## src/rtl/ddpc_pkg.sv

```systemverilog
`timescale 1ns / 1ps
// ----------------------------------------------------------------------------
// ddpc_pkg
// Shared types and constants of the disk and DMA port controller.
// ----------------------------------------------------------------------------
package ddpc_pkg;

  localparam int PAGE_ENTRIES  = 16;
  localparam int PAGE_IDX_W    = 4;
  localparam int PAGE_OFFSET_W = 12;
  localparam int QUEUE_DEPTH   = 2;

  localparam logic [16:0] DMA_SPAN = 17'h10000;

  // I/O port numbers
  localparam logic [7:0] P_PRTS  = 8'd2;
  localparam logic [7:0] P_DRIVE = 8'd10;
  localparam logic [7:0] P_TRKL  = 8'd11;
  localparam logic [7:0] P_TRKH  = 8'd12;
  localparam logic [7:0] P_SECT  = 8'd13;
  localparam logic [7:0] P_CMD   = 8'd14;
  localparam logic [7:0] P_STAT  = 8'd15;
  localparam logic [7:0] P_DMAL  = 8'd16;
  localparam logic [7:0] P_DMAH  = 8'd17;
  localparam logic [7:0] P_PAGEL = 8'd20;
  localparam logic [7:0] P_PAGEH = 8'd21;
  localparam logic [7:0] P_FRAME = 8'd22;
  localparam logic [7:0] P_HALT  = 8'd255;

  // disk status codes
  localparam logic [2:0] STS_OK       = 3'd0;
  localparam logic [2:0] STS_NODRIVE  = 3'd1;
  localparam logic [2:0] STS_NOTRACK  = 3'd2;
  localparam logic [2:0] STS_NOSECTOR = 3'd3;
  localparam logic [2:0] STS_DMAFAIL  = 3'd4;
  localparam logic [2:0] STS_NOCMD    = 3'd7;

  // configuration register indexes
  localparam logic [2:0] CFG_DRIVE_MASK    = 3'd0;
  localparam logic [2:0] CFG_SMALL_TRACKS  = 3'd1;
  localparam logic [2:0] CFG_SMALL_SECTORS = 3'd2;
  localparam logic [2:0] CFG_LARGE_TRACKS  = 3'd3;
  localparam logic [2:0] CFG_LARGE_SECTORS = 3'd4;
  localparam logic [2:0] CFG_SECTOR_BYTES  = 3'd5;
  localparam logic [2:0] CFG_MEM_KB        = 3'd6;

  typedef enum logic [4:0] {
    OP_RD_PRTS,
    OP_RD_DRIVE,
    OP_RD_TRKL,
    OP_RD_TRKH,
    OP_RD_SECT,
    OP_RD_STAT,
    OP_RD_DMAL,
    OP_RD_DMAH,
    OP_RD_NONE,
    OP_WR_DRIVE,
    OP_WR_TRKL,
    OP_WR_TRKH,
    OP_WR_SECT,
    OP_WR_CMD,
    OP_WR_DMAL,
    OP_WR_DMAH,
    OP_WR_PAGEL,
    OP_WR_PAGEH,
    OP_WR_FRAME,
    OP_WR_HALT,
    OP_WR_NONE
  } op_t;

  typedef struct packed {
    op_t        op;
    logic [7:0] data;
  } item_t;

  typedef struct packed {
    logic [3:0]  drive_mask;
    logic [15:0] small_tracks;
    logic [7:0]  small_sectors;
    logic [15:0] large_tracks;
    logic [7:0]  large_sectors;
    logic [10:0] sector_bytes;
    logic [18:0] mem_kb;
  } cfg_t;

  typedef enum logic [1:0] {
    BK_IDLE,
    BK_MUL1,
    BK_MUL2
  } bk_state_t;

endpackage

```

## src/rtl/ddpc_regs.sv

```systemverilog
`timescale 1ns / 1ps
// ----------------------------------------------------------------------------
// ddpc_regs
// Configuration register file behind the APB-style port.
// ----------------------------------------------------------------------------
module ddpc_regs (
  input  logic               clk,
  input  logic               rst,
  input  logic               psel,
  input  logic               penable,
  input  logic               pwrite,
  input  logic [4:0]         paddr,
  input  logic [31:0]        pwdata,
  output logic [31:0]        prdata,
  output logic               pready,
  output ddpc_pkg::cfg_t     cfg
);

  logic       wr_en;
  logic [2:0] idx;

  assign pready = 1'b1;
  assign wr_en  = psel & penable & pwrite;
  assign idx    = paddr[4:2];

  always_ff @(posedge clk) begin
    if (rst) begin
      cfg.drive_mask    <= 4'd15;
      cfg.small_tracks  <= 16'd77;
      cfg.small_sectors <= 8'd26;
      cfg.large_tracks  <= 16'd1024;
      cfg.large_sectors <= 8'd32;
      cfg.sector_bytes  <= 11'd128;
      cfg.mem_kb        <= 19'd64;
    end else if (wr_en) begin
      unique case (idx)
        ddpc_pkg::CFG_DRIVE_MASK:    cfg.drive_mask    <= pwdata[3:0];
        ddpc_pkg::CFG_SMALL_TRACKS:  cfg.small_tracks  <= pwdata[15:0];
        ddpc_pkg::CFG_SMALL_SECTORS: cfg.small_sectors <= pwdata[7:0];
        ddpc_pkg::CFG_LARGE_TRACKS:  cfg.large_tracks  <= pwdata[15:0];
        ddpc_pkg::CFG_LARGE_SECTORS: cfg.large_sectors <= pwdata[7:0];
        ddpc_pkg::CFG_SECTOR_BYTES:  cfg.sector_bytes  <= pwdata[10:0];
        ddpc_pkg::CFG_MEM_KB:        cfg.mem_kb        <= pwdata[18:0];
        default: ;
      endcase
    end
  end

  always_comb begin
    unique case (idx)
      ddpc_pkg::CFG_DRIVE_MASK:    prdata = {28'd0, cfg.drive_mask};
      ddpc_pkg::CFG_SMALL_TRACKS:  prdata = {16'd0, cfg.small_tracks};
      ddpc_pkg::CFG_SMALL_SECTORS: prdata = {24'd0, cfg.small_sectors};
      ddpc_pkg::CFG_LARGE_TRACKS:  prdata = {16'd0, cfg.large_tracks};
      ddpc_pkg::CFG_LARGE_SECTORS: prdata = {24'd0, cfg.large_sectors};
      ddpc_pkg::CFG_SECTOR_BYTES:  prdata = {21'd0, cfg.sector_bytes};
      ddpc_pkg::CFG_MEM_KB:        prdata = {13'd0, cfg.mem_kb};
      default:                     prdata = 32'd0;
    endcase
  end

endmodule

```

## src/rtl/ddpc_front.sv

```systemverilog
`timescale 1ns / 1ps
// ----------------------------------------------------------------------------
// ddpc_front
// Request intake: decodes direction and port number into an operation code.
// ----------------------------------------------------------------------------
module ddpc_front (
  input  logic                s_tvalid,
  output logic                s_tready,
  input  logic [15:0]         s_tdata,   // port[7:0], write_data[15:8]
  input  logic                s_tuser,   // req_type
  output logic                push_valid,
  input  logic                push_ready,
  output ddpc_pkg::item_t     push_item
);

  logic [7:0]    port;
  ddpc_pkg::op_t op;

  assign port = s_tdata[7:0];

  always_comb begin
    if (s_tuser) begin
      unique case (port)
        ddpc_pkg::P_DRIVE: op = ddpc_pkg::OP_WR_DRIVE;
        ddpc_pkg::P_TRKL:  op = ddpc_pkg::OP_WR_TRKL;
        ddpc_pkg::P_TRKH:  op = ddpc_pkg::OP_WR_TRKH;
        ddpc_pkg::P_SECT:  op = ddpc_pkg::OP_WR_SECT;
        ddpc_pkg::P_CMD:   op = ddpc_pkg::OP_WR_CMD;
        ddpc_pkg::P_DMAL:  op = ddpc_pkg::OP_WR_DMAL;
        ddpc_pkg::P_DMAH:  op = ddpc_pkg::OP_WR_DMAH;
        ddpc_pkg::P_PAGEL: op = ddpc_pkg::OP_WR_PAGEL;
        ddpc_pkg::P_PAGEH: op = ddpc_pkg::OP_WR_PAGEH;
        ddpc_pkg::P_FRAME: op = ddpc_pkg::OP_WR_FRAME;
        ddpc_pkg::P_HALT:  op = ddpc_pkg::OP_WR_HALT;
        default:           op = ddpc_pkg::OP_WR_NONE;
      endcase
    end else begin
      unique case (port)
        ddpc_pkg::P_PRTS:  op = ddpc_pkg::OP_RD_PRTS;
        ddpc_pkg::P_DRIVE: op = ddpc_pkg::OP_RD_DRIVE;
        ddpc_pkg::P_TRKL:  op = ddpc_pkg::OP_RD_TRKL;
        ddpc_pkg::P_TRKH:  op = ddpc_pkg::OP_RD_TRKH;
        ddpc_pkg::P_SECT:  op = ddpc_pkg::OP_RD_SECT;
        ddpc_pkg::P_STAT:  op = ddpc_pkg::OP_RD_STAT;
        ddpc_pkg::P_DMAL:  op = ddpc_pkg::OP_RD_DMAL;
        ddpc_pkg::P_DMAH:  op = ddpc_pkg::OP_RD_DMAH;
        default:           op = ddpc_pkg::OP_RD_NONE;
      endcase
    end
  end

  assign push_item.op   = op;
  assign push_item.data = s_tdata[15:8];
  assign push_valid     = s_tvalid;
  assign s_tready       = push_ready;

endmodule

```

## src/rtl/ddpc_queue.sv

```systemverilog
`timescale 1ns / 1ps
// ----------------------------------------------------------------------------
// ddpc_queue
// Short FIFO of decoded requests between intake and execution.
// ----------------------------------------------------------------------------
module ddpc_queue (
  input  logic                clk,
  input  logic                rst,
  input  logic                push_valid,
  output logic                push_ready,
  input  ddpc_pkg::item_t     push_item,
  output logic                q_valid,
  input  logic                q_pop,
  output ddpc_pkg::item_t     q_item
);

  localparam int PTR_W = (ddpc_pkg::QUEUE_DEPTH > 1) ? $clog2(ddpc_pkg::QUEUE_DEPTH) : 1;
  localparam int CNT_W = $clog2(ddpc_pkg::QUEUE_DEPTH + 1);
  localparam logic [PTR_W-1:0] LAST_PTR = PTR_W'(ddpc_pkg::QUEUE_DEPTH - 1);
  localparam logic [CNT_W-1:0] FULL_CNT = CNT_W'(ddpc_pkg::QUEUE_DEPTH);

  ddpc_pkg::item_t  entries [ddpc_pkg::QUEUE_DEPTH];
  logic [PTR_W-1:0] wr_ptr;
  logic [PTR_W-1:0] rd_ptr;
  logic [CNT_W-1:0] count;
  logic             push;
  logic             pop;

  assign push_ready = (count != FULL_CNT);
  assign q_valid    = (count != '0);
  assign q_item     = entries[rd_ptr];
  assign push       = push_valid & push_ready;
  assign pop        = q_pop & q_valid;

  always_ff @(posedge clk) begin
    if (rst) begin
      wr_ptr <= '0;
      rd_ptr <= '0;
      count  <= '0;
    end else begin
      if (push) begin
        wr_ptr <= (wr_ptr == LAST_PTR) ? '0 : wr_ptr + 1'b1;
      end
      if (pop) begin
        rd_ptr <= (rd_ptr == LAST_PTR) ? '0 : rd_ptr + 1'b1;
      end
      if (push && !pop) begin
        count <= count + 1'b1;
      end else if (pop && !push) begin
        count <= count - 1'b1;
      end
    end
  end

  always_ff @(posedge clk) begin
    if (push) begin
      entries[wr_ptr] <= push_item;
    end
  end

endmodule

```

## src/rtl/ddpc_back.sv

```systemverilog
`timescale 1ns / 1ps
// ----------------------------------------------------------------------------
// ddpc_back
// Execution unit: register file, command checks, offset multiply, result reg.
// ----------------------------------------------------------------------------
module ddpc_back #(
  parameter int NUM_DRIVES = 4
) (
  input  logic                clk,
  input  logic                rst,
  input  ddpc_pkg::cfg_t      cfg,
  input  logic                q_valid,
  output logic                q_pop,
  input  ddpc_pkg::item_t     q_item,
  output logic                m_tvalid,
  input  logic                m_tready,
  output logic [79:0]         m_tdata,
  output logic                m_tuser
);

  ddpc_pkg::bk_state_t state, state_next;

  logic [1:0]  sel_drive, sel_drive_next;
  logic [15:0] sel_track, sel_track_next;
  logic [7:0]  sel_sector, sel_sector_next;
  logic [2:0]  disk_status, disk_status_next;
  logic [15:0] dma_addr, dma_addr_next;
  logic [15:0] page_select, page_select_next;
  logic [15:0] page_map [ddpc_pkg::PAGE_ENTRIES];

  logic        pm_we;

  logic [24:0] prod, prod_next;
  logic        pend_write, pend_write_next;
  logic [27:0] pend_addr, pend_addr_next;

  logic        out_valid, out_valid_next;
  logic [7:0]  out_rd, out_rd_next;
  logic        out_xv, out_xv_next;
  logic        out_xw, out_xw_next;
  logic [1:0]  out_drive, out_drive_next;
  logic [33:0] out_off, out_off_next;
  logic [27:0] out_addr, out_addr_next;
  logic        out_halt, out_halt_next;

  logic [15:0] tracks;
  logic [7:0]  sectors;
  logic        cmd_drive_ok;
  logic        new_drive_ok;
  logic        frame_ok;
  logic        dma_over;
  logic [24:0] mul_a;
  logic [24:0] mul_b;
  logic [35:0] off_full;
  logic [7:0]  b;

  assign b        = q_item.data;
  assign tracks   = sel_drive[1] ? cfg.large_tracks  : cfg.small_tracks;
  assign sectors  = sel_drive[1] ? cfg.large_sectors : cfg.small_sectors;
  assign cmd_drive_ok = (32'(sel_drive) < NUM_DRIVES) && cfg.drive_mask[sel_drive];
  assign new_drive_ok = (32'(b) < NUM_DRIVES) && (b < 8'd4) && cfg.drive_mask[b[1:0]];
  assign frame_ok = (b < 8'(ddpc_pkg::PAGE_ENTRIES)) &&
                    ({1'b0, page_select, 2'b00} < cfg.mem_kb);
  assign dma_over = (17'(dma_addr) + 17'(cfg.sector_bytes)) > ddpc_pkg::DMA_SPAN;
  assign mul_a    = 25'(sel_track);
  assign mul_b    = 25'(sectors);
  assign off_full = 36'(prod) * 36'(cfg.sector_bytes);

  always_comb begin
    state_next       = state;
    sel_drive_next   = sel_drive;
    sel_track_next   = sel_track;
    sel_sector_next  = sel_sector;
    disk_status_next = disk_status;
    dma_addr_next    = dma_addr;
    page_select_next = page_select;
    pm_we            = 1'b0;
    prod_next        = prod;
    pend_write_next  = pend_write;
    pend_addr_next   = pend_addr;
    q_pop            = 1'b0;
    out_valid_next   = out_valid & ~m_tready;
    out_rd_next      = out_rd;
    out_xv_next      = out_xv;
    out_xw_next      = out_xw;
    out_drive_next   = out_drive;
    out_off_next     = out_off;
    out_addr_next    = out_addr;
    out_halt_next    = out_halt;

    unique case (state)
      ddpc_pkg::BK_IDLE: begin
        if (q_valid && (!out_valid || m_tready)) begin
          q_pop          = 1'b1;
          out_valid_next = 1'b1;
          out_rd_next    = 8'd0;
          out_xv_next    = 1'b0;
          out_xw_next    = 1'b0;
          out_drive_next = 2'd0;
          out_off_next   = 34'd0;
          out_addr_next  = 28'd0;
          out_halt_next  = 1'b0;
          unique case (q_item.op)
            ddpc_pkg::OP_RD_PRTS:  out_rd_next = 8'hff;
            ddpc_pkg::OP_RD_DRIVE: out_rd_next = {6'd0, sel_drive};
            ddpc_pkg::OP_RD_TRKL:  out_rd_next = sel_track[7:0];
            ddpc_pkg::OP_RD_TRKH:  out_rd_next = sel_track[15:8];
            ddpc_pkg::OP_RD_SECT:  out_rd_next = sel_sector;
            ddpc_pkg::OP_RD_STAT:  out_rd_next = {5'd0, disk_status};
            ddpc_pkg::OP_RD_DMAL:  out_rd_next = dma_addr[7:0];
            ddpc_pkg::OP_RD_DMAH:  out_rd_next = dma_addr[15:8];
            ddpc_pkg::OP_WR_DRIVE: begin
              if (new_drive_ok) begin
                sel_drive_next   = b[1:0];
                disk_status_next = ddpc_pkg::STS_OK;
              end else begin
                disk_status_next = ddpc_pkg::STS_NODRIVE;
              end
            end
            ddpc_pkg::OP_WR_TRKL:  sel_track_next   = {sel_track[15:8], b};
            ddpc_pkg::OP_WR_TRKH:  sel_track_next   = {b, sel_track[7:0]};
            ddpc_pkg::OP_WR_SECT:  sel_sector_next  = b;
            ddpc_pkg::OP_WR_DMAL:  dma_addr_next    = {dma_addr[15:8], b};
            ddpc_pkg::OP_WR_DMAH:  dma_addr_next    = {b, dma_addr[7:0]};
            ddpc_pkg::OP_WR_PAGEL: page_select_next = {page_select[15:8], b};
            ddpc_pkg::OP_WR_PAGEH: page_select_next = {b, page_select[7:0]};
            ddpc_pkg::OP_WR_FRAME: pm_we = frame_ok;
            ddpc_pkg::OP_WR_HALT:  out_halt_next = 1'b1;
            ddpc_pkg::OP_WR_CMD: begin
              priority if (!cmd_drive_ok) begin
                disk_status_next = ddpc_pkg::STS_NODRIVE;
              end else if (sel_track >= tracks) begin
                disk_status_next = ddpc_pkg::STS_NOTRACK;
              end else if (sel_sector == 8'd0 || sel_sector > sectors) begin
                disk_status_next = ddpc_pkg::STS_NOSECTOR;
              end else if (dma_over) begin
                disk_status_next = ddpc_pkg::STS_DMAFAIL;
              end else if (b > 8'd1) begin
                disk_status_next = ddpc_pkg::STS_NOCMD;
              end else begin
                disk_status_next = ddpc_pkg::STS_OK;
                out_valid_next   = 1'b0;
                pend_write_next  = b[0];
                pend_addr_next   = {page_map[dma_addr[15:12]],
                                    dma_addr[ddpc_pkg::PAGE_OFFSET_W-1:0]};
                state_next       = ddpc_pkg::BK_MUL1;
              end
            end
            default: ;
          endcase
        end
      end
      ddpc_pkg::BK_MUL1: begin
        // track * sectors + sector - 1; sector is at least one here
        prod_next  = mul_a * mul_b + 25'(sel_sector) - 25'd1;
        state_next = ddpc_pkg::BK_MUL2;
      end
      ddpc_pkg::BK_MUL2: begin
        out_valid_next = 1'b1;
        out_rd_next    = 8'd0;
        out_xv_next    = 1'b1;
        out_xw_next    = pend_write;
        out_drive_next = sel_drive;
        out_off_next   = off_full[33:0];
        out_addr_next  = pend_addr;
        out_halt_next  = 1'b0;
        state_next     = ddpc_pkg::BK_IDLE;
      end
      default: state_next = ddpc_pkg::BK_IDLE;
    endcase
  end

  always_ff @(posedge clk) begin
    if (rst) begin
      state       <= ddpc_pkg::BK_IDLE;
      sel_drive   <= 2'd0;
      sel_track   <= 16'd0;
      sel_sector  <= 8'd0;
      disk_status <= ddpc_pkg::STS_OK;
      dma_addr    <= 16'd0;
      page_select <= 16'd0;
      out_valid   <= 1'b0;
      for (int i = 0; i < ddpc_pkg::PAGE_ENTRIES; i++) begin
        page_map[i] <= 16'(i);
      end
    end else begin
      state       <= state_next;
      sel_drive   <= sel_drive_next;
      sel_track   <= sel_track_next;
      sel_sector  <= sel_sector_next;
      disk_status <= disk_status_next;
      dma_addr    <= dma_addr_next;
      page_select <= page_select_next;
      out_valid   <= out_valid_next;
      if (pm_we) begin
        page_map[b[ddpc_pkg::PAGE_IDX_W-1:0]] <= page_select;
      end
    end
  end

  always_ff @(posedge clk) begin
    prod       <= prod_next;
    pend_write <= pend_write_next;
    pend_addr  <= pend_addr_next;
    out_rd     <= out_rd_next;
    out_xv     <= out_xv_next;
    out_xw     <= out_xw_next;
    out_drive  <= out_drive_next;
    out_off    <= out_off_next;
    out_addr   <= out_addr_next;
    out_halt   <= out_halt_next;
  end

  assign m_tvalid = out_valid;
  assign m_tuser  = out_xv;
  assign m_tdata  = {6'd0, out_halt, out_addr, out_off, out_drive, out_xw, out_rd};

endmodule

```

## src/rtl/disk_dma_port_controller.sv

```systemverilog
`timescale 1ns / 1ps
// ----------------------------------------------------------------------------
// disk_dma_port_controller
// Disk and DMA I/O port controller with page-mapped sector transfers.
// ----------------------------------------------------------------------------
// Usage: port requests enter on the s_ stream (s_tuser = direction, s_tdata =
// port and data byte); every request gives one result on the m_ stream
// (m_tuser marks an issued sector transfer). The user must set geometry, drive
// mask and memory size through the APB-style port only while no request is in
// flight; the block itself does not enforce this. Path: an accepted request is
// queued, then executed and its result registered; a passing read/write command
// goes through BK_MUL1 (track*sectors+sector-1) and BK_MUL2 (times sector_bytes).
// Throughput: one request per cycle while m_tready allows, except transfer
// commands, which hold the execution unit through BK_MUL1 and BK_MUL2. A
// two-entry request queue lets intake run ahead of execution.
// Reset: drive, track, sector, DMA address, page select and status clear,
// the page table returns to identity mapping, configuration to defaults.
// Stall: while m_tready is low the result holds, execution stops and the
// queue fills; s_tready drops once it is full.
// ----------------------------------------------------------------------------
module disk_dma_port_controller #(
  parameter int NUM_DRIVES = 4
) (
  input  logic        clk,
  input  logic        rst,
  input  logic        psel,
  input  logic        penable,
  input  logic        pwrite,
  input  logic [4:0]  paddr,
  input  logic [31:0] pwdata,
  output logic [31:0] prdata,
  output logic        pready,
  input  logic        s_tvalid,
  output logic        s_tready,
  input  logic [15:0] s_tdata,   // port[7:0], write_data[15:8]
  input  logic        s_tuser,   // req_type
  output logic        m_tvalid,
  input  logic        m_tready,
  // read_data[7:0], xfer_write[8], xfer_drive[10:9], xfer_byte_offset[44:11],
  // xfer_mem_addr[72:45], halt[73], zero[79:74]
  output logic [79:0] m_tdata,
  output logic        m_tuser    // xfer_valid
);

  ddpc_pkg::cfg_t  cfg;
  ddpc_pkg::item_t push_item;
  ddpc_pkg::item_t q_item;
  logic            push_valid;
  logic            push_ready;
  logic            q_valid;
  logic            q_pop;

  ddpc_regs u_regs (
    .clk     (clk),
    .rst     (rst),
    .psel    (psel),
    .penable (penable),
    .pwrite  (pwrite),
    .paddr   (paddr),
    .pwdata  (pwdata),
    .prdata  (prdata),
    .pready  (pready),
    .cfg     (cfg)
  );

  ddpc_front u_front (
    .s_tvalid   (s_tvalid),
    .s_tready   (s_tready),
    .s_tdata    (s_tdata),
    .s_tuser    (s_tuser),
    .push_valid (push_valid),
    .push_ready (push_ready),
    .push_item  (push_item)
  );

  ddpc_queue u_queue (
    .clk        (clk),
    .rst        (rst),
    .push_valid (push_valid),
    .push_ready (push_ready),
    .push_item  (push_item),
    .q_valid    (q_valid),
    .q_pop      (q_pop),
    .q_item     (q_item)
  );

  ddpc_back #(
    .NUM_DRIVES (NUM_DRIVES)
  ) u_back (
    .clk      (clk),
    .rst      (rst),
    .cfg      (cfg),
    .q_valid  (q_valid),
    .q_pop    (q_pop),
    .q_item   (q_item),
    .m_tvalid (m_tvalid),
    .m_tready (m_tready),
    .m_tdata  (m_tdata),
    .m_tuser  (m_tuser)
  );

  a_pop_ok: assert property (@(posedge clk) disable iff (rst)
    q_pop |-> q_valid && (!m_tvalid || m_tready))
    else $error("request taken without item or with result register busy");

  a_xfer_clean: assert property (@(posedge clk) disable iff (rst)
    m_tvalid && m_tuser |-> m_tdata[7:0] == 8'd0 && !m_tdata[73])
    else $error("transfer result carries read data or halt");

  a_noxfer_zero: assert property (@(posedge clk) disable iff (rst)
    m_tvalid && !m_tuser |-> m_tdata[72:8] == 65'd0)
    else $error("transfer fields nonzero without a transfer");

endmodule

```

## config.mk

```make
export PLATFORM = sky130hd
export DESIGN_NAME = disk_dma_port_controller
export DESIGN_NICKNAME = d
export VERILOG_FILES = /design/src/rtl/ddpc_pkg.sv /design/src/rtl/ddpc_regs.sv /design/src/rtl/ddpc_front.sv /design/src/rtl/ddpc_queue.sv /design/src/rtl/ddpc_back.sv /design/src/rtl/disk_dma_port_controller.sv
export SDC_FILE = /design/constraint.sdc
export NUM_CORES = 2
export LEC_CHECK = 0
export ABC_AREA = 1
export BUFFER_PORTS_ARGS = -buffer_cell sky130_fd_sc_hd__buf_2
export CAP_MARGIN = 20
export CORE_AREA = 4 4 300 302
export DETAILED_ROUTE_END_ITERATION = 16
export DIE_AREA = 0 0 304 306
export HOLD_SLACK_MARGIN = 0.12
export SYNTH_ARGS = -nofsm -noshare
export SYNTH_HDL_FRONTEND = slang
export SYNTH_SLANG_ARGS = --single-unit
```

## constraint.sdc

```tcl
create_clock -name clk -period 8.2 [get_ports clk]
set_input_delay 0.82 -clock clk [delete_from_list [all_inputs] [get_ports clk]]
set_output_delay 0.82 -clock clk [all_outputs]
set_load 0.03 [all_outputs]
```

==> run metrics <==
outcome=finished clean; Die X=between 300 and 400 µm; Critical-path top delay cell=dfxtp_1; Worst Path Arrival=~7.5 ns; fin area=42500 µm²; synth warn=0; RePlAce Congestion=0.909; Die ar.=approximately 93000 µm²; Routed WL=between 100000 and 150000 µm; fmax=~140 MHz; fillers=8470; Worst Skew=0.0529 ns; layout cells sized above 1=7.16%; Worst Hold Class=input pin to flip-flop; EDFF count, synth=411; largest net degree at the start of global routing=110; register area share after synthesis=39.3%; PostCTS Resize Cnt=0; Largest stage delay, worst path=0.54 ns; drt pass-1 iters=8; Mapped Avg Cell Area=8.68 µm²; RSZ-0062 raised after global routing=no; Starting Density=44.6%; simple-gate portion of the synthesized area=17.3%; Worst Path Max Fanout=16; post-synthesis cell type count=58; DP Area=roughly 41000 µm²; # setup viols final=0; worst slew pin tran=1.24 ns; Final nets=5095; cell area after synthesis=39100 µm²; num rows=~110; first-pass GRT wire length=171000 µm; Synth Instances=4509; asr flop ratio synth=0%; crit path launch type=flip-flop; Setup Fix Bufs, Post-CTS=0; synth-to-layout area growth=8.53%; H-tree depth=2; Req. time, crit path=8.58 ns; Core Box Area=87700 µm²; Setup CP Type=flip-flop to flip-flop; ys flop type=edfxtp_1; cts bufs inserted=between 60 and 70; Compound-Gate Fraction of Synth Area=11.3%; setup slack after layout=~1.1 ns; Clock Tree Buf Depth=3; final worst path period need=7.09 ns; Remaining DRCs=0; max-slew violation count=0; relative slew slack=15.5%; total power=8.58 mW; final hold vios=0; Starting DRT DRC Count=2399; mux share of post-synthesis cell area=0.0767%; CP dominant cell by count=nand2_1; clk root buf=clkbuf_16; hold_buf cts=0; Setup WS pre-CTS=1.19 ns; CP Capture Type=flip-flop; maxcap violations=0; initial antenna violation count=1; largest family of logic cells by synthesized area=adder cells; Detail Route Antenna Nets=0; Leakage=18.1 nW; Die Ht=306 µm; Synth Area in Adders=21.2%; Avg WL per Cell=19.1 µm; Via Count=30.5k; Port Buffers=141; IO Count=177; vias in the first global route=30.0k; post-synthesis register bit count=562; Tot GR Track Use=23.3%; setup_tns=0 ns; clk_lat worst skew=0.66 ns; TritonCTS Sinks=562; clock-pin slew on the worst setup and hold paths=0.07 ns; XOR/XNOR Fraction of Synth Area=1.05%; DP HPWL=79200 µm; pwr dens=a little over 200 nW/µm²; n_diodes=0; GR Overflow Total=0; TritonCTS clock tree=built; Worst VDD drop=~0.20 mV; fin crit share=86.4%; vias per std cell=5.30
layout make-up:
class / count / area, µm² / share of cell area [%]
Inverter: 738 / 2780 / 6.55
Sequential cell: 562 / 15400 / 36.2
Clock buffer: 75 / 1580 / 3.72
Multi-Input combinational cell: 3005 / 20000 / 47.1
Tap cell: 1165 / 1460 / 3.43
Clock inverter: 35 / 277 / 0.651
Timing Repair Buffer: 178 / 987 / 2.32
logic make-up after synthesis:
logic type,count (synthesis)
flops,562
xor+xnor,47
simple gates,1655
buf+inv,960
fa+ha+maj,488
other cells,2
compound gates,792
mux,3
Yosys cell counts (5+ instances only):
cell	number	area share, %
xnor2_1	14	0.31
buf_6	18	0.52
nor4_1	10	0.16
nand2_1	757	7.3
nor2_1	694	6.7
nand4_1	14	0.22
o21ai_0	345	4.4
nand3_1	101	1.3
dfxtp_1	151	7.7
clkbuf_1	178	1.7
inv_1	705	6.8
clkinv_1	21	0.20
o22ai_1	58	0.93
o221ai_1	27	0.60
edfxtp_1	411	32
a31oi_1	15	0.24
xor2_1	33	0.74
a221oi_1	9	0.20
nor2_2	13	0.21
nor3_1	33	0.42
a21boi_0	5	0.096
nand3_4	8	0.36
a21o_1	13	0.25
o211ai_1	16	0.31
a22oi_1	7	0.13
nor3_2	5	0.13
o2111ai_1	8	0.18
ha_1	197	6.3
buf_4	22	0.42
o21ai_1	17	0.22
a21oi_1	242	3.1
nand2_4	9	0.26
inv_2	11	0.11
o21a_1	6	0.12
fa_1	291	15
worst paths after layout:
path	endpoint	slack (ns)	cells after the start	from
max reg2reg	u_back.prod[24]	1.11	33	u_back.sel_drive[1]
max	u_back.prod[24]	1.11	33	u_back.sel_drive[1]
min reg2reg	u_back.disk_status[1]	0.47	2	u_back.disk_status[1]
min	u_queue.entries[0][3]	0.35	1	s_tdata[11]
flip-flops by register name (all words and copies together) (netlist names), 3 cells and up, named ones only:
signal and flops:
u_back.disk_status 3, u_back.dma_addr 16, u_back.out_rd 8, u_back.page_select 16, u_back.out_off 34, u_back.prod 25, u_back.out_addr 28, u_regs.cfg 82
u_back.pend_addr 28, u_back.sel_sector 8, u_back.sel_track 16, u_queue.entries 26, u_back.page_map 256
per-layer routing:
metal | track usage [%] | part of all wire (%) | vias to the layer above
met1 | 32.9 | 45 | 14633
met5 | 0 | 0 | -
met4 | 6.28 | 2.6 | 0
met3 | 4.65 | 8.2 | 163
met2 | 36.8 | 45 | 1131
li1 | - | - | 14580
layout by cell type, fill, tap and decap left out, types with 34 or more instances in the layout:
| cell | n |
|---|---|
| a21oi_1 | 242 |
| buf_2 | 141 |
| buf_4 | 36 |
| clkbuf_16 | 61 |
| clkinv_1 | 34 |
| dfxtp_1 | 149 |
| edfxtp_1 | 411 |
| fa_1 | 291 |
| ha_1 | 197 |
| inv_1 | 703 |
| nand2_1 | 756 |
| nand3_1 | 101 |
| nor2_1 | 691 |
| o21ai_0 | 344 |
| o22ai_1 | 58 |
per-stage QoR:
stage / utilization [%] / cells / hold slack, ns
after floorplan: - / 4527 / 0.434
after global placement: 46.3 / 5646 / 0.457
after detailed placement: 46.3 / 5647 / 0.462
after CTS: 48.4 / 5757 / 0.313
after global routing: 48.4 / 5758 / 0.333
final: 48.4 / 5758 / 0.352
critical path: cells and delay by family, from the launching register on:
kind                       cells  cell delay [ns]
adders and majority gates      6             2.69
DFF                            1             0.54
buffers and inverters          7             0.68
xor gates and xnor gates       1             0.25
AOI/OAI and AO/OA              7             1.38
and+or+nand+nor               12             1.26
power breakdown:
group	internal [mW]	switching [mW]	total (mW)
Clock	1.40	1.18	2.59
Sequential	3.44	0.127	3.56
Combinational	0.675	1.76	2.43
Total	5.51	3.07	8.58
(Power assumes the default switching activity.)
